File: src/rtl/sss_pkg.sv
// Shared constants, types and command/status structs for the stock-span engine.
`default_nettype none

package sss_pkg;

  localparam int unsigned STACK_DEPTH = 256;
  localparam int unsigned PTR_W       = $clog2(STACK_DEPTH);
  localparam int unsigned CNT_W       = PTR_W + 1;
  localparam int unsigned SPAN_WIDTH  = 16;
  localparam int unsigned PRICE_WIDTH = 32;

  typedef logic signed [PRICE_WIDTH-1:0] price_t;
  typedef logic        [SPAN_WIDTH-1:0]  span_t;
  typedef logic        [PTR_W-1:0]       ptr_t;
  typedef logic        [CNT_W-1:0]       cnt_t;

  localparam span_t SPAN_MAX  = '1;
  localparam span_t SPAN_ONE  = span_t'(1);
  localparam cnt_t  DEPTH_CNT = cnt_t'(STACK_DEPTH);

  typedef enum logic [1:0] {
    ST_IDLE,
    ST_READ,
    ST_CMP,
    ST_PUSH
  } state_e;

  // controller -> datapath
  typedef struct packed {
    logic accept;    // latch input beat
    logic read_top;  // read newest stack entry
    logic pop;       // fold top span into running span, drop top
    logic push;      // write entry, load output register
  } cmd_t;

  // datapath -> controller
  typedef struct packed {
    logic stack_empty;
    logic stack_full;
    logic top_le;    // top price <= current price
    logic out_free;  // output register can take a result this cycle
  } status_t;

endpackage

`default_nettype wire

File: src/rtl/sss_ctrl.sv
// Sequencer: accept, pop loop over the stack, push and result hand-off.
`default_nettype none

module sss_ctrl (
  input  wire logic             clk_i,
  input  wire logic             rst_ni,
  input  wire logic             in_valid_i,
  output logic                  in_ready_o,
  input  wire sss_pkg::status_t status_i,
  output sss_pkg::cmd_t         cmd_o
);
  import sss_pkg::*;

  state_e state_q, state_d;

  always_ff @(posedge clk_i or negedge rst_ni) begin
    if (!rst_ni) begin
      state_q <= ST_IDLE;
    end else begin
      state_q <= state_d;
    end
  end

  always_comb begin
    state_d = state_q;
    case (state_q)
      ST_IDLE: begin
        if (in_valid_i) state_d = ST_READ;
      end
      ST_READ: begin
        state_d = status_i.stack_empty ? ST_PUSH : ST_CMP;
      end
      ST_CMP: begin
        state_d = status_i.top_le ? ST_READ : ST_PUSH;
      end
      ST_PUSH: begin
        if (status_i.out_free) state_d = ST_IDLE;
      end
      default: state_d = ST_IDLE;
    endcase
  end

  always_comb begin
    in_ready_o = 1'b0;
    cmd_o      = '0;
    case (state_q)
      ST_IDLE: begin
        in_ready_o   = 1'b1;
        cmd_o.accept = in_valid_i;
      end
      ST_READ: begin
        cmd_o.read_top = !status_i.stack_empty;
      end
      ST_CMP: begin
        cmd_o.pop = status_i.top_le;
      end
      ST_PUSH: begin
        cmd_o.push = status_i.out_free;
      end
      default: begin
        cmd_o = '0;
      end
    endcase
  end

endmodule

`default_nettype wire

File: config.mk
export PLATFORM = sky130hd
export DESIGN_NAME = sss_ctrl
export DESIGN_NICKNAME = d
export VERILOG_FILES = /design/src/rtl/sss_pkg.sv /design/src/rtl/sss_ctrl.sv
export SDC_FILE = /design/constraint.sdc
export NUM_CORES = 1
export LEC_CHECK = 0
export BUFFER_PORTS_ARGS = -buffer_cell sky130_fd_sc_hd__buf_2
export CAP_MARGIN = 5
export CORE_AREA = 2 2 39 41
export CTS_CLUSTER_DIAMETER = 200
export DETAILED_ROUTE_END_ITERATION = 6
export DIE_AREA = 0 0 41 43
export GPL_TIMING_DRIVEN = 0
export PLACE_DENSITY_LB_ADDON = 0.15
export SYNTH_ARGS = -nofsm -noshare
export SYNTH_HDL_FRONTEND = slang
export SYNTH_SLANG_ARGS = --single-unit
File: constraint.sdc
create_clock -name clk_i -period 0.9 [get_ports clk_i]
set_clock_uncertainty 0.15 [all_clocks]
set_input_delay 0.045 -clock clk_i [delete_from_list [all_inputs] [get_ports clk_i]]
set_output_delay 0.045 -clock clk_i [all_outputs]
set_load 0.05 [all_outputs]
* After elaboration in Yosys (flattened, before gate mapping)
Cells that the tools add are included.
** Cells by class
- $add $sub $neg :: 0
- Multiply operators :: 0
- Div/mod/pow operators :: 0
- Order comparisons :: 0
- Eq/ne operators :: 5
- Shift-type cells :: 0
- Multiplexer cells :: 10
- Bitwise gates (word level) :: 0
- Reduce and logical (&&, ||, !) cells :: 3
** Operators with widths (number)
- case mux 2 bit (4 select lines) :: 1
- 2-to-1 mux 1 bit :: 6
- 2-to-1 mux 2 bit :: 3
- == test 2 bit, second input constant :: 2
- != test 2 bit, second input constant :: 2
- == test 2 x 1 -> 1 bit, second input constant :: 1
- zero test 2 bit :: 1
- AND reduction 2 bit :: 1
- zero test 1 bit :: 1
** Word-level totals
- Register bits :: 2
- Bits in latches :: 0
- Memory bits (writable) :: 0
- Bits in read-only memories :: 0
- Bits of input ports :: 7
- Memories :: 0

* Depth between registers and ports, before layout
- Word-level depth :: 3
- Mapped depth :: 2

* Least setup slack after synthesis
OpenSTA, ideal clock, no wires.
- Path type :: flip-flop to output port
- From :: reg state_q[1]
- To :: out cmd_o[3] (netlist bit)
- Arrival :: 1.635 ns
- Required time :: 0.705 ns
- Setup slack :: -0.930 ns
- Stages on the path, launching flop included :: 3
- Path buffers :: 0
- Cells stage by stage :: dfrtp_1 nor2_1 and2_1
** RTL lines
- start, declared :: line sss_ctrl.sv:14 : state_e state_q, state_d;
- start signal, assigned :: line sss_ctrl.sv:20 : state_q <= state_d;
- end, declared :: line sss_ctrl.sv:10 : output sss_pkg::cmd_t cmd_o

==> flow_summary.toml <==
[floorplanning]
initial_core_util_pct = 8.68
core_um2 = 1380
die_x_um = 41
row_count = 14
io_pins = 12
dieArea_um2 = 1760
die_h_um = 43

[detailed_routing]
routedWlPerCell_um = 8.69
ant_nets = 0
drcViolationCount = 0
drt-initial-drc-count = 0
firstDrtPassIters = 1
vias_per_cell = 3.38
routed_wl_um = 417
vias = 162

[place]
placed_area_um2 = 218
gp_congestion = 0.660
portBuffers = 10
hpwl_um = 287

[final_layout]
final_util_pct = 25.2
largest_reg_flops = 2
diodes = 0
stdcell_area_um2 = 349
top_regs = "state_q: 2 flops"
layout.nets = 40
largest_register = "state_q"
drive_above_1_share_pct = 84.4
nFillCells = 156
area_growth_syn_to_layout_pct = 191

[critical_path]
cp_num_buf_inv = 2
crit_chain = "inv_4 > and3_4 > buf_8"
critical-path-top-delay-family = "flip-flops"
r2r_slack_ns = -0.21
end_kind = "primary output"
required_ns = 0.70
crit_type = "register to primary output"
critPathLaunchType = "register"
slowest_delay_ns = 0.44
crit_path_top_delay_cell = "dfrtp_2"
arrival_ns = 1.08
crit_start = "state_q[0]"
reg2reg_from = "state_q[0]"
crit_path_max_fanout = 4

[logic_synthesis]
synth.yosys.seq_area_share_pct = 41.7
synth_commonest_cells = "dfrtp_1, inv_1"
async_flop_share_pct = 100
syn_area_um2 = 120
yosys-top-cells-area = "dfrtp_1, and3_4, mux2i_1"
yosys_warnings = 0
syn_area_per_cell_um2 = 9.24
synth-edff-count = 0
synth_top_area_cell = "dfrtp_1"
ys.flop_type = "dfrtp_1"
ys_ff_latch = 2
syn_inst = 13
synth.distinct_cells = 11
yosysTopAreaCellShare_pct = 41.7
syn_nets = 20

[global_routing]
grt_overflow = 0
grt_max_degree = 7
grt_pass1_wl_um = 703
grt_usage_pct = 6.84
first_global_vias = 161
antenna_found_initial = 0

[cts]
cts_buffers = 3
ctsHoldBuffers = 1
cts_tree = "done"
clockBufferDepth = 2
ctsHtreeMaxLevel = 1
clk_latency_ns = 0.23
clk_pin_slew_ns = 0.04
cts.sinks = 2
cts_root_buf = "clkbuf_4"

[timing]
min_period_over_period_pct = 141
tightestPinTransition_ns = 0.172
relSlewSlack_pct = 88.2
period_needed_ns = 1.27
fin_ws_ns = -0.371
rsz0062_at_grt = "true"
fmax_mhz = 787
finalMaxSlewViolations = 0
hold_viol_final = 3
setup_violations = 7
timing.hold.ws_ns = -0.0215

[pwr]
power.static_leakage_uw = 0.000161
power.density_nw_per_um2 = 3680
ir_drop_mv = 1.22

[status]
outcome = "complete, but fails checks"
violations = "hold timing, setup timing"

[flow_run]
maxCapViolations = 0

[worst_hold_path]
holdCritPathClass = "input pin to asynchronous set/reset pin"
-- layout make-up --
cell class              instances  area [um^2]  area share (%)
well taps                      16         20.0            5.73
flip-flops and latches          2         52.6            15.1
repair buffers                 15          140            40.1
clock buffers                   4         26.3            7.53
inverters                       2         10.0            2.87
multi-input cells               9          100            28.7
-- metal layers --
metal	share of wire [%]	GRT usage (%)	wire [um]	up-vias
met5	0	0	0	-
met4	0	10.0	0	0
met3	9.6	3.14	40	0
met2	54	7.50	227	8
met1	36	7.44	149	73
li1	-	-	-	81
-- placed cells by master, fill, tap and decap left out --
| master | netlist | final |
|---|---|---|
| a21oi_2 | 1 | 1 |
| a21oi_4 | 0 | 1 |
| and2_4 | 0 | 1 |
| and3_4 | 1 | 2 |
| buf_2 | 0 | 5 |
| buf_4 | 0 | 3 |
| buf_6 | 0 | 2 |
| buf_8 | 0 | 4 |
| clkbuf_1 | 0 | 1 |
| clkbuf_4 | 0 | 3 |
| dfrtp_2 | 0 | 2 |
| dlygate4sd3_1 | 0 | 1 |
| inv_1 | 2 | 1 |
| inv_4 | 0 | 1 |
| mux2i_1 | 1 | 1 |
| nand2b_1 | 1 | 1 |
| nor2_4 | 0 | 1 |
| nor3_4 | 0 | 1 |
-- worst paths after layout --
path	cells past startpoint	endpoint
worst max-delay path	3	cmd_o[1]
worst min-delay path	2	state_q[1]
worst max register to register	3	state_q[0]
worst min register to register	2	state_q[0]
max in group asynchronous	2	state_q[0]
min in group clk_i	3	state_q[1]
-- per-stage QoR --
step	cells	power, uW	worst slack (ns)	hold slack, ns	setup TNS [ns]
4_1_cts	48	1260	-0.385	-0.0542	-2.28
5_1_grt	48	1380	-0.429	-0.0307	-2.50
3_3_place_gp	39	745	-0.326	-0.319	-1.35
2_1_floorplan	13	639	-0.328	-0.401	-1.12
3_5_place_dp	39	749	-0.325	-0.317	-1.37
6_report	48	1290	-0.371	-0.0215	-2.15
-- where the power goes --
group / switching [uW] / total, uW / internal [uW]
registers: 103 / 247 / 143
logic: 414 / 812 / 397
clock network: 61.6 / 227 / 165
-- logic make-up after synthesis --
kind of cell           count (synthesis)  share of synthesized area, %
buffers and inverters                  2                          6.25
muxes                                  1                          8.33
and+or+nand+nor                        6                          32.3
DFF                                    2                          41.7
AOI/OAI and AO/OA                      2                          11.5
-- timing repair --
action | CTS | global route
hold endpoints to repair | 3 | 2
pin swaps | 3 | 2
buffers inserted | 4 | 1
resized for setup | 18 | 3
setup endpoints to repair | 7 | 7
No activity file was read; power rests on OpenSTA's default activity.
